<file path="config.mk">
export PLATFORM = sky130hd
export DESIGN_NAME = salc_ram
export DESIGN_NICKNAME = d
export VERILOG_FILES = /design/src/rtl/salc_ram.sv
export SDC_FILE = /design/constraint.sdc
export NUM_CORES = 1
export LEC_CHECK = 0
export ABC_AREA = 1
export BUFFER_PORTS_ARGS = -buffer_cell sky130_fd_sc_hd__buf_2
export CAP_MARGIN = 20
export CELL_PAD_IN_SITES_DETAIL_PLACEMENT = 1
export CELL_PAD_IN_SITES_GLOBAL_PLACEMENT = 2
export CORE_MARGIN = 4
export CORE_UTILIZATION = 40
export DETAILED_ROUTE_END_ITERATION = 12
export GPL_TIMING_DRIVEN = 0
export HOLD_SLACK_MARGIN = 0.08
export PLACE_DENSITY_LB_ADDON = 0.1
export SLEW_MARGIN = 25
export SYNTH_ARGS = -nofsm -noshare
export SYNTH_HDL_FRONTEND = slang
export SYNTH_SLANG_ARGS = --single-unit
</file>
<file path="constraint.sdc">
create_clock -name clk -period 2.3 [get_ports clk]
set_input_delay 0 -clock clk [delete_from_list [all_inputs] [get_ports clk]]
set_output_delay 0 -clock clk [all_outputs]
set_load 0.01 [all_outputs]
</file>
<file path="src/rtl/salc_ram.sv">
`timescale 1ns / 1ps

module salc_ram #(
    parameter int WIDTH = 8,
    parameter int DEPTH = 16
) (
    input  logic                                   clk,
    input  logic                                   we,
    input  logic [(DEPTH > 1 ? $clog2(DEPTH) : 1)-1:0] waddr,
    input  logic [WIDTH-1:0]                       wdata,
    input  logic                                   re,
    input  logic [(DEPTH > 1 ? $clog2(DEPTH) : 1)-1:0] raddr,
    output logic [WIDTH-1:0]                       rdata
);

    logic [WIDTH-1:0] mem [DEPTH];
    logic [WIDTH-1:0] rdata_reg;

    always_ff @(posedge clk)
    begin
        if (we)
        begin
            mem[waddr] <= wdata;
        end
        if (re)
        begin
            rdata_reg <= mem[raddr];
        end
    end

    assign rdata = rdata_reg;

endmodule

</file>
==> results of run 1 <==
==> cell families (layout without fill, tap and decap cells) <==
group                  count (synthesis)  in the layout
buffers and inverters                126            190
AND/OR/NAND/NOR                      289            289
flip-flops                           136            136
==> cells in the mapped netlist <==
| master | count | area [sq um] |
|---|---|---|
| buf_1 | 1 | 3.750 |
| buf_4 | 4 | 30.03 |
| nand3_1 | 97 | 485.5 |
| buf_6 | 6 | 67.56 |
| inv_2 | 2 | 7.510 |
| inv_1 | 100 | 375.4 |
| nor2_1 | 17 | 63.81 |
| nand3b_1 | 2 | 15.01 |
| buf_2 | 13 | 65.06 |
| nand2_1 | 173 | 649.4 |
| edfxtp_1 | 136 | 4084 |
==> area by class of cell <==
type	instances	area, sq um	area share [%]
inverter	102	382.9	5.592
multi-input combinational	289	1214	17.73
buffer	24	166.4	2.431
clock inverter	12	132.6	1.937
sequential	136	4084	59.65
timing repair buffer	32	205.2	2.997
clock buffer	20	436.7	6.378
tap	180	225.2	3.289
==> timing repair <==
| action | CTS | global route |
|---|---|---|
| hold buffers | 9 | 0 |
| setup buffers | 0 | 0 |
| gates resized for setup | 0 | 0 |
| hold endpoints to repair | 136 | 0 |
==> routing by layer <==
| layer | vias to the layer above | share of wire [%] | GRT usage [%] |
|---|---|---|---|
| met3 | 16 | 5.7 | 4.857 |
| li1 | 1883 | - | - |
| met5 | - | 0 | 0 |
| met4 | 0 | 1.2 | 5.559 |
| met2 | 92 | 45 | 32.65 |
| met1 | 1913 | 48 | 30.89 |
==> critical path: stages, from the launching register on <==
cell,delay [ns]
edfxtp_1,0.38
inv_1,0.07
nand2_1,0.05
nand3_1,0.11
nand3_1,0.09
nand3_1,0.16
nand2_1,0.08
==> through the flow <==
stage	instances	total power (uW)
floorplan	551	3058
global placement	754	3229
detailed placement	754	3240
CTS	795	5912
global route	795	6090
finish	795	5856
==> report_power, final <==
part | switching [uW] | internal, uW | leakage [uW] | total (uW)
Clock | 978 | 1680 | 0.000286 | 2660
Sequential | 13.4 | 2790 | 0.00124 | 2810
Combinational | 278 | 114 | 0.00143 | 392
==> final timing paths <==
check,startpoint,end,slack [ns],depth (start not counted)
setup reg to reg,mem[15][3],rdata[3],1.11,6
setup / recovery,mem[15][3],rdata[3],1.11,6
hold / removal,raddr[2],rdata[6],0.11,4
hold reg to reg,mem[12][5],rdata[5],0.79,6
==> out/qor.txt, run 1 <==
Status -> completed
Post-Synth Adder-Cell Area -> 0%
Peak supply drop -> 0.4807 mV
GRT Resource Usage Total -> 21.31%
Worst Max-Slew Pin Slew -> 1.071 ns
Setup slack after layout -> 1.111 ns
Vias per inst -> 4.911
CTS Root Cell -> clkbuf_16
Most frequent cells in the layout -> nand2_1 (173), edfxtp_1 (136), inv_1 (100)
Cells after synthesis -> 551
Post-Route WL -> 16180 microns
# diodes -> 0
Fin. Hold Viols -> 0
Max Cap Viol -> 0
WL/cell -> 20.36 microns
Post-Synth Simple-Gate Area -> 20.76%
Commonest non-fill, non-tap cell in the layout -> nand2_1
Total CTS buffers -> 17
Slew Limit Fails -> 0
Compound-Gate Fraction of Synth Area -> 0%
Sequential share of the synthesized area -> 69.85%
Hold Slack -> 0.1126 ns
IO Port Bufs -> 23
Design area -> 6847 sq um
Placement Cell Area -> 6187 sq um
Die H -> 128.9 microns
DIE WIDTH -> 128.9 microns
Mapped cell area -> 5847 sq um
Dpl hpwl -> 10940 microns
Row count -> 43
Die area -> 16620 sq um
H-Tree Depth -> 4
Tmin final -> 1.189 ns
GRT overflow -> 0
Via count -> 3904
# IOs -> 27
Crit Path Max Fanout -> 1
YS warnings -> 0
Post-Syn Nets -> 570
Dpl ws -> 0.7003 ns
Starting Density -> 41.48%
Hold WC Path Type -> in -> reg
DRT iter0 DRCs -> 311
Max frequency -> 0.8410 GHz
Synthesis-stage register bit count -> 136
Placer Congestion -> 0.8124
DRC Markers -> 0
WP data required -> 2.47 ns
Mux share of post-synthesis cell area -> 0%
XOR/XNOR share of the synthesized area -> 0%
Sinks on Clock Net -> 136
Post-Synthesis Mean Instance Area -> 10.61 sq um
Core area -> 14100 sq um
Filler cell count -> 1576
Final setup vio count -> 0
Setup crit end kind -> flop
Vias in the first global route -> 4132
Final worst-path cycle share -> 51.70%
P_leak -> 0.002949 uW
Largest register FFs -> 128
Nets -> 621
Antenna Nets Post-Route -> 0
RSZ-0062 raised after global routing -> no
Clk_skew -> 0.004582 ns
WP data arrival -> 1.35 ns
Largest net degree at the start of global routing -> 17
Max-slew headroom -> 28.36%
PD cells -> 855.3 nW/um^2
Setup crit start kind -> flop
DRT Pass-1 Iters -> 4
Clk buf depth -> 2
First-pass GRT wire length -> 25150 microns
Initial antenna violation count -> 0
Largest family of logic cells by synthesized area -> simple AND/OR/NAND/NOR gates
Area grow syn2layout -> 17.10%
Setup TNS -> 0 ns
Clock Latency Late Sink -> 0.42 ns
Layout cell share with drive strength beyond 1 -> 12.20%
Reg clk slew, reported paths -> 0.06 ns
WS Path Type -> reg -> reg
CTS tree -> built
Final core utilization -> 48.57%
Yosys cell types -> 11
Power figures use the tool's default switching activity.
==> run 2: changes to the inputs <==
- clock period: 2.3 -> 1.1 ns (I/O delays scaled with it)
==> run 2 against run 1 <==
Compared with the run above: the flow now finishes with violations (negative setup slack); worst hold slack worse by 0.014 ns; sequential power increased by 110%; clock skew grew 0.00086 ns; global-route usage increased by 0.12 points; clock power up 110%; combinational power is 130% higher; sequential cell count is the same; cell area is 4.1% higher; total power up 110%; register-to-register slack got worse by 1.1 ns; critical path type unchanged; critical endpoint is now rdata[7]; highest routed layer unchanged.
==> out/qor.txt, run 2 (synthesized netlist as in run 1, its figures left out) <==
Max-slew headroom -> 46.91%
CTS Root Cell -> clkbuf_16
Vias in the first global route -> 4136
IO Port Bufs -> 23
Setup slack after layout -> -0.02760 ns
Final core utilization -> 50.54%
P_leak -> 0.003038 uW
R2R Setup Slk -> -0.03 ns
Die area -> 16620 sq um
RSZ-0062 raised after global routing -> yes
Status -> complete, but fails checks
CTS tree -> built
Dpl ws -> -0.4997 ns
Largest net degree at the start of global routing -> 17
Setup crit start kind -> flop
Final setup vio count -> 6
Nets -> 622
Max frequency -> 0.8868 GHz
DRC Markers -> 0
Worst Max-Slew Pin Slew -> 0.7934 ns
DRT Pass-1 Iters -> 4
Hold depth -> 4
Most frequent cells in the layout -> nand2_1 (158), edfxtp_1 (136), inv_1 (99)
Via count -> 3915
WS Path Type -> reg -> reg
WL/cell -> 20.56 microns
PD cells -> 1731 nW/um^2
# diodes -> 0
Crit Path Max Fanout -> 1
Vias per inst -> 4.918
Post-Route WL -> 16370 microns
Largest register FFs -> 128
Placer Congestion -> 0.8124
Dpl hpwl -> 10940 microns
Clk buf depth -> 2
Slew Limit Fails -> 0
WHS Endpoint -> rdata[1]
Sinks on Clock Net -> 136
First-pass GRT wire length -> 25280 microns
Initial antenna violation count -> 0
Max Cap Viol -> 0
Commonest non-fill, non-tap cell in the layout -> nand2_1
DRT iter0 DRCs -> 298
Die H -> 128.9 microns
Tmin final -> 1.128 ns
Layout cell share with drive strength beyond 1 -> 23.05%
Reg clk slew, reported paths -> 0.06 ns
# IOs -> 27
Peak supply drop -> 1.022 mV
Clock Latency Late Sink -> 0.42 ns
Area grow syn2layout -> 21.85%
R2R cell count -> 6
Hold path start -> raddr[2]
Hold WC Path Type -> in -> reg
Final worst-path cycle share -> 102.5%
Starting Density -> 41.48%
Total CTS buffers -> 17
Core area -> 14100 sq um
WP data arrival -> 1.30 ns
Clk_skew -> 0.005439 ns
Failing checks -> negative setup slack
GRT overflow -> 0
Crit Reg-Reg Startpoint -> mem[11][7]
Row count -> 43
Reg-to-reg endpoint -> rdata[7]
H-Tree Depth -> 4
Filler cell count -> 1540
Setup crit end kind -> flop
Antenna Nets Post-Route -> 0
WP data required -> 1.27 ns
Hold Slack -> 0.09845 ns
DIE WIDTH -> 128.9 microns
Fin. Hold Viols -> 0
GRT Resource Usage Total -> 21.44%
run 2: worst max path at each step:
stage	from	endpoint	slack (ns)	depth (start not counted)
after floorplan	waddr[2]	mem[10][0]	0.15	2
after global routing	mem[0][7]	rdata[7]	-0.10	6
final	mem[11][7]	rdata[7]	-0.03	6
after CTS	mem[0][7]	rdata[7]	-0.03	6
after global placement	waddr[1]	mem[13][7]	-0.48	4
after detailed placement	waddr[0]	mem[12][7]	-0.50	4
run 2: layout make-up:
class / instances / area, sq um / share of cell area, %
plain buffers: 24 / 166.4 / 2.336
clock buffers: 20 / 436.7 / 6.129
clock inverters: 12 / 132.6 / 1.862
inverters: 102 / 382.9 / 5.374
multi-input cells: 289 / 1481 / 20.79
flip-flops and latches: 136 / 4084 / 57.32
well taps: 180 / 225.2 / 3.161
repair buffers: 33 / 215.2 / 3.021
run 2: critical path: stages, from the launching register on:
cell,delay [ns]
edfxtp_1,0.36
nand2_1,0.07
nand2_1,0.07
nand2_2,0.08
nand3_1,0.09
nand3_2,0.12
nand2_2,0.07
run 2: power breakdown:
part           leakage, uW  switching, uW  internal, uW  total (uW)
Clock             0.000286           2040          3510        5550
Combinational      0.00152            640           273         913
Sequential         0.00124           28.3          5840        5870
Total              0.00304           2710          9620       12300
run 2: per-layer routing:
metal  vias up  track usage [%]  part of all wire (%)
met5         -                0                     0
met4         0            5.559                  0.82
met3        14            4.857                   5.1
met2        83            33.11                    47
met1      1931            30.86                    47
li1       1887                -                     -
run 2: per-stage QoR:
stage                     cells  total power, uW  setup TNS, ns  cell area, sq um
after floorplan             551             6395              0              5847
after global placement      754             6752         -42.41              6187
after detailed placement    754             6774         -45.00              6187
after CTS                   796            12410       -0.07116              6992
after global routing        796            12820        -0.5654              7124
final                       796            12330        -0.1013              7124
run 2: what timing repair did:
action | CTS | global route
resized for setup | 31 | 36
pin swaps | 13 | 11
setup endpoints to repair | 16 | 64
setup buffers | 0 | 0
endpoints found under the hold margin | 137 | 0
hold buffers | 10 | 0
